<file path="config.mk">
export PLATFORM = sky130hd
export DESIGN_NAME = igv_div_cell
export DESIGN_NICKNAME = d
export VERILOG_FILES = /design/src/rtl/igv_pkg.sv /design/src/rtl/igv_div_cell.sv
export SDC_FILE = /design/constraint.sdc
export NUM_CORES = 1
export LEC_CHECK = 0
export BUFFER_PORTS_ARGS = -buffer_cell sky130_fd_sc_hd__buf_4
export CORE_AREA = 4 4 191 193
export CTS_CLUSTER_SIZE = 28
export DETAILED_ROUTE_END_ITERATION = 8
export DIE_AREA = 0 0 195 197
export GPL_TIMING_DRIVEN = 0
export MAX_ROUTING_LAYER = met4
export PLACE_DENSITY_LB_ADDON = 0.15
export SYNTH_ARGS = -nofsm -noshare
export SYNTH_HDL_FRONTEND = slang
export SYNTH_SLANG_ARGS = --single-unit
</file>
<file path="constraint.sdc">
create_clock -name clk -period 5.6 [get_ports clk]
set_clock_uncertainty 0.1 [all_clocks]
set_input_delay 0.56 -clock clk [delete_from_list [all_inputs] [get_ports clk]]
set_output_delay 0.56 -clock clk [all_outputs]
set_load 0.005 [all_outputs]
</file>
<file path="src/rtl/igv_pkg.sv">
// Shared types and constants of the inverse Gaussian variate transform.
package igv_pkg;

  localparam int FRAC_BITS_DEF = 16;
  localparam int SQRT_STEPS    = 32;
  localparam int DIV_STEPS     = 32;

  localparam logic [30:0] Q_CAP      = 31'h7FFF_FFFF;
  localparam logic [31:0] VAR_MAX    = 32'hFFFF_FFFF;
  localparam logic [31:0] DISP_RESET = 32'h0001_0000;

  // configuration register indexes
  localparam logic [0:0] CFG_FIXED_DISP = 1'b0;
  localparam logic [0:0] CFG_USE_ITEM   = 1'b1;

  // data that rides along the cell chains
  typedef struct packed {
    logic [31:0] m;
    logic [15:0] u;
    logic [30:0] q;
    logic        sat;
    logic        zq;
    logic [31:0] x;
    logic        accept;
    logic        ovf;
  } side_t;

  typedef struct packed {
    logic [63:0] v;
    logic [63:0] res;
  } sqrt_t;

  typedef struct packed {
    logic [33:0] rem;
    logic [31:0] lo;
    logic [32:0] den;
    logic [31:0] quo;
  } div_t;

endpackage

</file>
<file path="src/rtl/igv_div_cell.sv">
// One cell of the restoring divider chain: resolves one quotient bit.
module igv_div_cell (
  input  logic           clk,
  input  logic           rst_n,
  input  logic           en,
  input  logic           vld_in,
  input  igv_pkg::div_t  d_in,
  input  igv_pkg::side_t side_in,
  output logic           vld_out,
  output igv_pkg::div_t  d_out,
  output igv_pkg::side_t side_out
);

  logic [33:0]   sh;
  logic          qbit;
  igv_pkg::div_t d_nxt;

  always_comb begin
    sh   = {d_in.rem[32:0], d_in.lo[31]};
    qbit = (sh >= {1'b0, d_in.den});
    d_nxt.rem = qbit ? (sh - {1'b0, d_in.den}) : sh;
    d_nxt.lo  = {d_in.lo[30:0], 1'b0};
    d_nxt.den = d_in.den;
    d_nxt.quo = {d_in.quo[30:0], qbit};
  end

  always_ff @(posedge clk) begin
    if (!rst_n) begin
      vld_out <= 1'b0;
    end else if (en) begin
      vld_out <= vld_in;
    end
  end

  always_ff @(posedge clk) begin
    if (en) begin
      d_out    <= d_nxt;
      side_out <= side_in;
    end
  end

endmodule
</file>
# After elaboration in Yosys (flattened, before gate mapping)
# Index checks and enable logic that the tools add are counted.
# Widths: inputs -> output; s select.
# word_totals
ff_bits,246
input_bits,250
out_inout_bits,247
wordCells,16
# classes
add_sub_neg,1
n_lt_le_gt_ge,1
muxes,1
# ops
cell,n
$ge 34x33->1,1
$mux 34,1
$sub 34x33->34,1

# Depth between registers and ports, before layout
# logic_depth
depth_word,2
mapped_depth,14
ltp_nobuf,13

# Worst setup path after synthesis
# Ideal clock, no wire load.
# synth_timing
path_type,input to register
startpoint,in d_in[96] (netlist name)
endpoint,reg d_out[111] (netlist name) (data pin)
setup_ns,0.260
arrival_ns,2.666
required_time_ns,5.240
setup_slack_ns,2.574
path_stages,13
n_path_buf,1
path_cell_list,inv_1 > ha_1 > inv_1 > fa_1 > a211oi_1 > o21ai_1 > o211ai_1 > nand2_2 > a31oi_4 > o41a_4 > inv_4 > buf_6 > mux2_4
# synth_lines
item,line,rtl
"start, declared",igv_div_cell.sv:7,"input igv_pkg::div_t d_in,"
"end signal, assigned",igv_div_cell.sv:37,d_out <= d_nxt;
"end, declared",igv_div_cell.sv:10,"output igv_pkg::div_t d_out,"

==> impl_metrics.tcl <==
set metrics [dict create \
    worstSetupPathType "primary input to flip-flop" \
    syn_area_um2 9850 \
    yosysTopAreaCell "edfxtp_1" \
    grt_pass1_wl_mm 47.8 \
    clock_latency_ns 0.53 \
    syn_inst 612 \
    critPathCaptureType "flip-flop" \
    ir_drop_mv 0.209 \
    synthToLayoutAreaGrowth_pct 53.5 \
    mostFrequentLayoutCells "493 x buf_4, 245 x edfxtp_1, 43 x inv_1, 41 x nor2_1, 36 x a21oi_1" \
    synth_warnings 0 \
    critPathMaxStageDelay_ns 0.44 \
    drt_first_pass_iters 4 \
    finalCritPeriodShare_pct 55.0 \
    htreeDepth 1 \
    wl_per_cell_um 21.1 \
    cp_num_buf_inv 4 \
    post-cts-setup-buffers 0 \
    gp_congestion 0.792 \
    synth-main-ff-cell "edfxtp_1" \
    cp-start-kind "primary input" \
    cts_resized 0 \
    cts-hold-fix-buffers 0 \
    path_delay_family "compound AO/OA/AOI/OAI gates" \
    ys_seq_area_share_pct 74.9 \
    via_per_inst 4.42 \
    tns_ns 0 \
    fp-row-count 68 \
    final_max_slew_viol_count 0 \
    critPathSlowestCell "ha_1" \
    drt_iter0_drc 279 \
    place_area_um2 14200 \
    final_nets 1422 \
    synthDominantCellAreaShare_pct 74.7 \
    outcome "finished clean" \
    hold_path_class "primary input to flip-flop" \
    p_leak_uw 0.00644 \
    fin_area_um2 15100 \
    wl_mm 34.3 \
    critPathRequiredTime_ns 5.78 \
    async_reset_ff_share_pct 0 \
    synth-seq-cells 246 \
    crit_chain "buf_4, inv_1, ha_1, nand4_1, nor2_1, o211ai_1, nand2_2, a31oi_4, o41a_4, inv_4, buf_6, mux2_4" \
    avgSynthCellArea_um2 16.1 \
    drc 0 \
    max_cap_violations 0 \
    first_global_vias 7182 \
    finalSetupViolations 0 \
    synth_cell_types 61 \
    maxSlewHeadroom_pct 55.8 \
    port_buffers 493 \
    min_period_ns 3.08 \
    numCtsBuffers 29 \
    dieArea_um2 38400 \
    hold_viol_final 0 \
    place_hpwl_mm 27.5 \
    syn-num-nets 896 \
    clk_path_buf_depth 3 \
    ios 497 \
    cts_root_buffer "clkbuf_16" \
    yosys-top-cells-area "edfxtp_1 75%, ha_1 4.2%, a21oi_1 1.8%" \
    grt.overflow.total 0 \
    cts_sinks 246 \
    cp.arrival_ns 3.26 \
    start_util_pct 28.5 \
    cts_tree "built" \
    grt.total_usage_pct 17.0 \
    crit_path_max_fanout 10 \
    synth_edf_count 245 \
    die_w_um 195 \
    power.density_nw_per_um2 323 \
    final_common_cell "buf_4" \
    antenna_found_initial 6 \
    cts.clk_slew.worst_paths_ns 0.06 \
    vias 7167 \
    worst_slew_pin_slew_ns 0.662 \
    final_antenna_net_count 0 \
    grt_max_degree 112 \
    fmax_ghz 0.325 \
    drive_gt1_share_pct 50.3 \
    core_um2 34500 \
    rsz0062_at_grt "no" \
    die_h_um 197 \
]
-- power by group --
| group | leakage (µW) | internal (µW) | switching [µW] |
|---|---|---|---|
| clock | 0.000444 | 1080 | 736 |
| sequential | 0.00241 | 2220 | 43.7 |
| combinational | 0.00358 | 434 | 375 |
-- worst register-to-register path, cell delays in order (launching register included) --
cell     delay (ns)
dfxtp_1        0.31
mux2i_1        0.12
nor2b_1        0.06
-- stage by stage --
step           hold WS (ns)  power (µW)  util, %  setup slack, ns  cells
2_1_floorplan         0.407        2590        -             2.57    612
3_3_place_gp          0.407        3130     40.9             1.91   1560
3_5_place_dp          0.422        3130     41.1             1.88   1562
4_1_cts              0.0652        4980     43.7             2.46   1615
5_1_grt              0.0644        5120     43.8             2.40   1620
6_report             0.0977        4890     43.8             2.52   1620
-- Yosys cell counts (7+ instances only) --
master / count
inv_1: 43
ha_1: 33
a21oi_1: 36
xnor2_1: 20
nand2_1: 24
a21o_1: 11
clkbuf_1: 8
o21ai_0: 19
nor2_1: 41
nand3_1: 7
xor2_1: 8
a21oi_2: 20
edfxtp_1: 245
-- registers in the layout (all words and copies together) (netlist names) --
register	cells
vld_out	1
d_out	130
side_out	115
-- layout make-up --
class	count	area (µm²)
sequential	246	7380
fill	3255	19400
multi-input combinational	306	2220
tap	455	569
clock buffer	38	790
clock inverter	15	135
buffer	16	91.3
inverter	44	168
antenna	5	12.5
timing repair buffer	495	3760
-- per-layer routing --
layer / global-route usage (%) / share of wire [%]
met5: - / 0
met4: 4.19 / 2.2
met3: 5.13 / 8.3
met2: 30.7 / 53
met1: 18.3 / 37
-- final timing paths --
path                        start                endpoint  slack, ns  depth (start not counted)
max reg2reg  vld_out$_SDFFE_PN0P_    vld_out$_SDFFE_PN0P_       4.91                          2
min reg2reg  vld_out$_SDFFE_PN0P_    vld_out$_SDFFE_PN0P_       0.43                          2
max                      d_in[43]    d_out[111]$_DFFE_PP_       2.52                         12
min                   side_in[99]  side_out[99]$_DFFE_PP_        0.1                          1
-- logic make-up after synthesis --
group	count (synthesis)	share of synthesized area [%]
DFF	246	74.9
AOI/OAI and AO/OA	134	10.0
and+or+nand+nor	102	4.67
buffers and inverters	60	2.63
adders and majority gates	34	4.39
xor gates and xnor gates	28	2.49
muxes	7	0.864
other	1	0.0381
Power figures use the tool's default switching activity.
