===== src/rtl/igv_pkg.sv =====
// Shared types and constants of the inverse Gaussian variate transform.
package igv_pkg;

  localparam int FRAC_BITS_DEF = 16;
  localparam int SQRT_STEPS    = 32;
  localparam int DIV_STEPS     = 32;

  localparam logic [30:0] Q_CAP      = 31'h7FFF_FFFF;
  localparam logic [31:0] VAR_MAX    = 32'hFFFF_FFFF;
  localparam logic [31:0] DISP_RESET = 32'h0001_0000;

  // configuration register indexes
  localparam logic [0:0] CFG_FIXED_DISP = 1'b0;
  localparam logic [0:0] CFG_USE_ITEM   = 1'b1;

  // data that rides along the cell chains
  typedef struct packed {
    logic [31:0] m;
    logic [15:0] u;
    logic [30:0] q;
    logic        sat;
    logic        zq;
    logic [31:0] x;
    logic        accept;
    logic        ovf;
  } side_t;

  typedef struct packed {
    logic [63:0] v;
    logic [63:0] res;
  } sqrt_t;

  typedef struct packed {
    logic [33:0] rem;
    logic [31:0] lo;
    logic [32:0] den;
    logic [31:0] quo;
  } div_t;

endpackage


===== src/rtl/igv_sqrt_cell.sv =====
// One cell of the integer square root chain: resolves one root bit.
module igv_sqrt_cell #(
  parameter int STEP = 0
) (
  input  logic           clk,
  input  logic           rst_n,
  input  logic           en,
  input  logic           vld_in,
  input  igv_pkg::sqrt_t d_in,
  input  igv_pkg::side_t side_in,
  output logic           vld_out,
  output igv_pkg::sqrt_t d_out,
  output igv_pkg::side_t side_out
);

  localparam logic [63:0] BIT = 64'd1 << (2 * (igv_pkg::SQRT_STEPS - 1 - STEP));

  logic [63:0]    trial;
  igv_pkg::sqrt_t d_nxt;

  always_comb begin
    trial = d_in.res + BIT;
    if (d_in.v >= trial) begin
      d_nxt.v   = d_in.v - trial;
      d_nxt.res = (d_in.res >> 1) + BIT;
    end else begin
      d_nxt.v   = d_in.v;
      d_nxt.res = d_in.res >> 1;
    end
  end

  always_ff @(posedge clk) begin
    if (!rst_n) begin
      vld_out <= 1'b0;
    end else if (en) begin
      vld_out <= vld_in;
    end
  end

  always_ff @(posedge clk) begin
    if (en) begin
      d_out    <= d_nxt;
      side_out <= side_in;
    end
  end

endmodule


===== config.mk =====
export PLATFORM = sky130hd
export DESIGN_NAME = igv_sqrt_cell
export DESIGN_NICKNAME = d
export VERILOG_FILES = /design/src/rtl/igv_pkg.sv /design/src/rtl/igv_sqrt_cell.sv
export SDC_FILE = /design/constraint.sdc
export NUM_CORES = 1
export LEC_CHECK = 0
export ABC_AREA = 1
export BUFFER_PORTS_ARGS = -buffer_cell sky130_fd_sc_hd__buf_2
export CORE_MARGIN = 3
export CORE_UTILIZATION = 25
export DETAILED_ROUTE_END_ITERATION = 7
export SLEW_MARGIN = 10
export SYNTH_ARGS = -nofsm -noshare
export SYNTH_HDL_FRONTEND = slang
export SYNTH_SLANG_ARGS = --single-unit

===== constraint.sdc =====
create_clock -name clk -period 2 [get_ports clk]
set_input_delay 0 -clock clk [delete_from_list [all_inputs] [get_ports clk]]
set_output_delay 0 -clock clk [all_outputs]
set_load 0.05 [all_outputs]

# Yosys cells after proc, flatten, opt, wreduce, memory -nomap -nowiden

Index checks and enable logic that the tools add are counted.

Register bits after elaboration: 244
Word-level logic and storage cells: 17

$add $sub $neg: 3
Order comparisons: 1
Muxes and demuxes: 1

Operator list:

| kind                                                              | count |
|---|---|
| 128-bit two-way mux                                               | 1 |
| 63-bit by 63-bit adder with 64-bit output (second input constant) | 1 |
| 64-bit by 63-bit adder with 64-bit output (second input constant) | 1 |
| 64-bit greater-or-equal comparator                                | 1 |
| 64-bit subtractor                                                 | 1 |

# Depth between registers and ports, before layout

Depth after elaboration: 3
Gate-level depth with buffers: 18
Depth with buffers taken out: 17

# Least setup slack after synthesis

Ideal clock, no wire load.

Path type: in2reg
Start point: input port d_in[64] (netlist name)
End point: register d_out[78] (netlist name) (data pin)
Arrival: 1.688 ns
Required time: 1.748 ns
Slack: 0.060 ns
Stages: 18
Path buffers: 1
Cell sequence: inv_1 ha_1 fa_1 inv_1 nand3_1 nand2_2 nand2_2 nand2_4 nand2_2 nand2_2 nand2_2 nand3_2 nand2_4 nand2_8 inv_4 buf_2 nand2_1 nand2_1

RTL lines:

| element                | line                | source |
|---|---|---|
| start: declaration     | igv_sqrt_cell.sv:9  | `input igv_pkg::sqrt_t d_in,` |
| end signal: assignment | igv_sqrt_cell.sv:42 | `d_out <= d_nxt;` |
| end: declaration       | igv_sqrt_cell.sv:12 | `output igv_pkg::sqrt_t d_out,` |

==> impl_metrics.tcl <==
set metrics [dict create \
    outcome "complete, no violations" \
    start_util 0.255 \
    worstSetupStartpointType "primary input" \
    ys.flop_type "edfxtp_1" \
    io_buffers 490 \
    power.switching_mw 6.64 \
    fmax_mhz 519 \
    drive_above_1_share 0.301 \
    tightest_slew_ps 503 \
    rows 87 \
    die_x_um 247 \
    ys_warn_count 0 \
    fin_crit_sh 0.963 \
    synth_cell_types 34 \
    whs_ps 31.9 \
    yosysSeqAreaShare 0.503 \
    vias 15100 \
    reg2reg_to "vld_out" \
    ir_drop_mv 0.727 \
    synth.avg_cell_area_um2 7.93 \
    synth_nets 2145 \
    chipHeight_um 247 \
    syn2layout_area_growth_pct 61.0 \
    final_nets 3151 \
    cts_buffer_depth 3 \
    swShare 0.371 \
    ctsRootBufferMaster "clkbuf_16" \
    routed_wl_mm 62.3 \
    worstSetupStartpoint "d_in[108]" \
    reg2reg_from "vld_out" \
    synth-seq-cells 244 \
    critPathKind "primary input to flip-flop" \
    final_area_um2 23400 \
    reg2reg_depth 3 \
    synth_edf_count 243 \
    gp_congestion 0.941 \
    synthCells 1833 \
    gr-total-overflow 0 \
    async_reset_ff_frac 0 \
    firstDrtPassIters 5 \
    dp_hpwl_mm 50.8 \
    cts_buffers 29 \
    gr-usage-all-layers 0.198 \
    grt_pass1_vias 15300 \
    intPower_mw 11.3 \
    clkLatencyLatePin_ps 590 \
    grt_max_degree 55 \
    pwr-share-comb 0.351 \
    antenna_found_initial 11 \
    drc_errors 0 \
    holdPathStages 5 \
    numClockSinks 244 \
    p_seq_frac 0.356 \
    arrival_ps 2270 \
    leakagePower_nw 12.3 \
    hold_path_startpoint "d_in[95]" \
    fin_crit_ps 1930 \
    drtIter0Drc 836 \
    cp_max_fo 14 \
    hold_viol_final 0 \
    htree_levels 1 \
    skew_ps 0 \
    slew_headroom 0.665 \
    viasPerCell 4.17 \
    hold_path_end "d_out[95]" \
    slew_violations 0 \
    powerDensity_nw_per_um2 765 \
    cts_tree "built" \
    synth_area_um2 14500 \
    hold_class "primary input to flip-flop" \
    setup_viol 0 \
    routedWlPerCell_um 17.2 \
    placed_area_um2 19800 \
    ant_nets 0 \
    core_area_um2 56900 \
    r2r_setup_slack_ps 830 \
    die_area_um2 61100 \
    io_pins 491 \
    grt_pass1_wl_mm 90.4 \
    worstPathRequired_ps 2350 \
    max_cap_viol_count 0 \
    clk_pin_slew_worst_paths_ps 60 \
    clockPowerShare 0.292 \
    end_kind "flip-flop" \
]
-- worst max-delay path: stages --
cell and delay [ps]:
dlygate4sd3_1 550, buf_2 150, ha_4 150, nand2_1 50, nand2_1 120, nand2_1 90, nand2_1 60, inv_1 50
nand2_1 80, a21oi_2 170, nor2_2 70, nor2_4 220, nand2_8 110, buf_12 170, nand3_1 130, nand2_1 80
-- power groups by stage --
| stage | combinational (mW) | sequential (mW) | clock (mW) |
|---|---|---|---|
| finish | 6.29 | 6.38 | 5.23 |
| global placement | 5.84 | 6.47 | 0 |
| floorplan | 1.74 | 8.30 | 0 |
| detailed placement | 5.86 | 6.49 | 0 |
| CTS | 6.27 | 6.39 | 5.40 |
| global route | 6.78 | 6.43 | 5.62 |
-- placed cells by master, fill, tap and decap left out, types with 3 or more instances in the layout --
cell type	count
a21oi_1	36
a21oi_2	8
buf_12	11
buf_2	489
buf_4	240
clkbuf_1	3
clkbuf_16	29
clkinv_1	6
clkinv_2	4
clkinvlp_4	6
diode_2	5
dlygate4sd3_1	246
edfxtp_1	243
ha_1	61
ha_4	3
inv_1	397
inv_2	10
nand2_1	751
nand2_2	16
nand2_4	4
nand3_1	79
nand3_2	12
nand4_1	20
nor2_1	104
nor2_2	10
nor2_4	5
nor3_1	5
nor3_4	3
o21ai_0	7
xor2_1	30
-- cells in the mapped netlist, types with 3 or more instances --
master	n	area (um2)
buf_4	5	37.5
edfxtp_1	243	7300
nor4_1	3	18.8
xor2_1	30	263
buf_2	4	20.0
nand2_2	12	75.1
nor2_2	10	62.6
nand4_1	20	125
a21oi_1	42	210
ha_1	64	801
nor2_1	108	405
inv_1	397	1490
inv_2	10	37.5
nand2_1	756	2840
o21ai_0	8	40.0
nand3_1	80	400
nor3_1	7	35.0
nand3_2	11	110
-- cell type report --
class | instances | area, um2
antenna | 5 | 12.5
clock buffer | 32 | 737
sequential | 244 | 7320
inverter | 409 | 1540
tap | 756 | 946
clock inverter | 21 | 190
fill | 5771 | 33500
timing repair buffer | 987 | 6950
multi-input combinational | 1168 | 5710
-- stage by stage --
stage          instances  worst slack, ps  TNS [ps]  power (mW)   util
6_report            3622             73.0         0        17.9  0.411
3_3_place_gp        3316             -324    -14080        12.3  0.348
4_1_cts             3614             30.9         0        18.1  0.408
2_1_floorplan       1833             60.1         0        10.0      -
5_1_grt             3620            -8.14     -10.6        18.8  0.411
3_5_place_dp        3316             -346    -15070        12.3  0.348
-- sequential cells by signal, summed over array words and instances (netlist names) --
name,cells
side_out,115
d_out,128
vld_out,1
-- kinds of logic after synthesis --
| logic type | after synthesis | synth area share |
|---|---|---|
| AOI/OAI and AO/OA | 53 | 0.0188 |
| xor gates and xnor gates | 32 | 0.0193 |
| adders and majority gates | 65 | 0.0565 |
| buffers and inverters | 422 | 0.114 |
| DFF | 244 | 0.503 |
| and+or+nand+nor | 1017 | 0.288 |
-- repair_timing --
item,4_1_cts,5_1_grt
endpoints found under the setup margin,0,66
resized for setup,0,29
hold buffers,245,1
setup buffers,0,1
endpoints found under the hold margin,289,1
-- worst max-delay path by stage --
stage	endpoint	slack, ps	cells after the start
2_1_floorplan	d_out[78]	60	18
3_3_place_gp	d_out[124]	-320	19
3_5_place_dp	d_out[124]	-350	18
4_1_cts	d_out[116]	30	14
5_1_grt	d_out[116]	-8	16
6_report	d_out[115]	70	16
-- per-layer routing --
layer / global-route usage / wire length (um) / share of wire / vias up
met5: 0 / 69 / 0.0011 / -
met4: 0.0549 / 1710 / 0.027 / 12
met3: 0.0471 / 4520 / 0.072 / 86
met2: 0.356 / 30600 / 0.49 / 454
met1: 0.233 / 25400 / 0.41 / 6868
li1: - / - / - / 7667
Note: power is estimated with default switching activity, not from simulation.
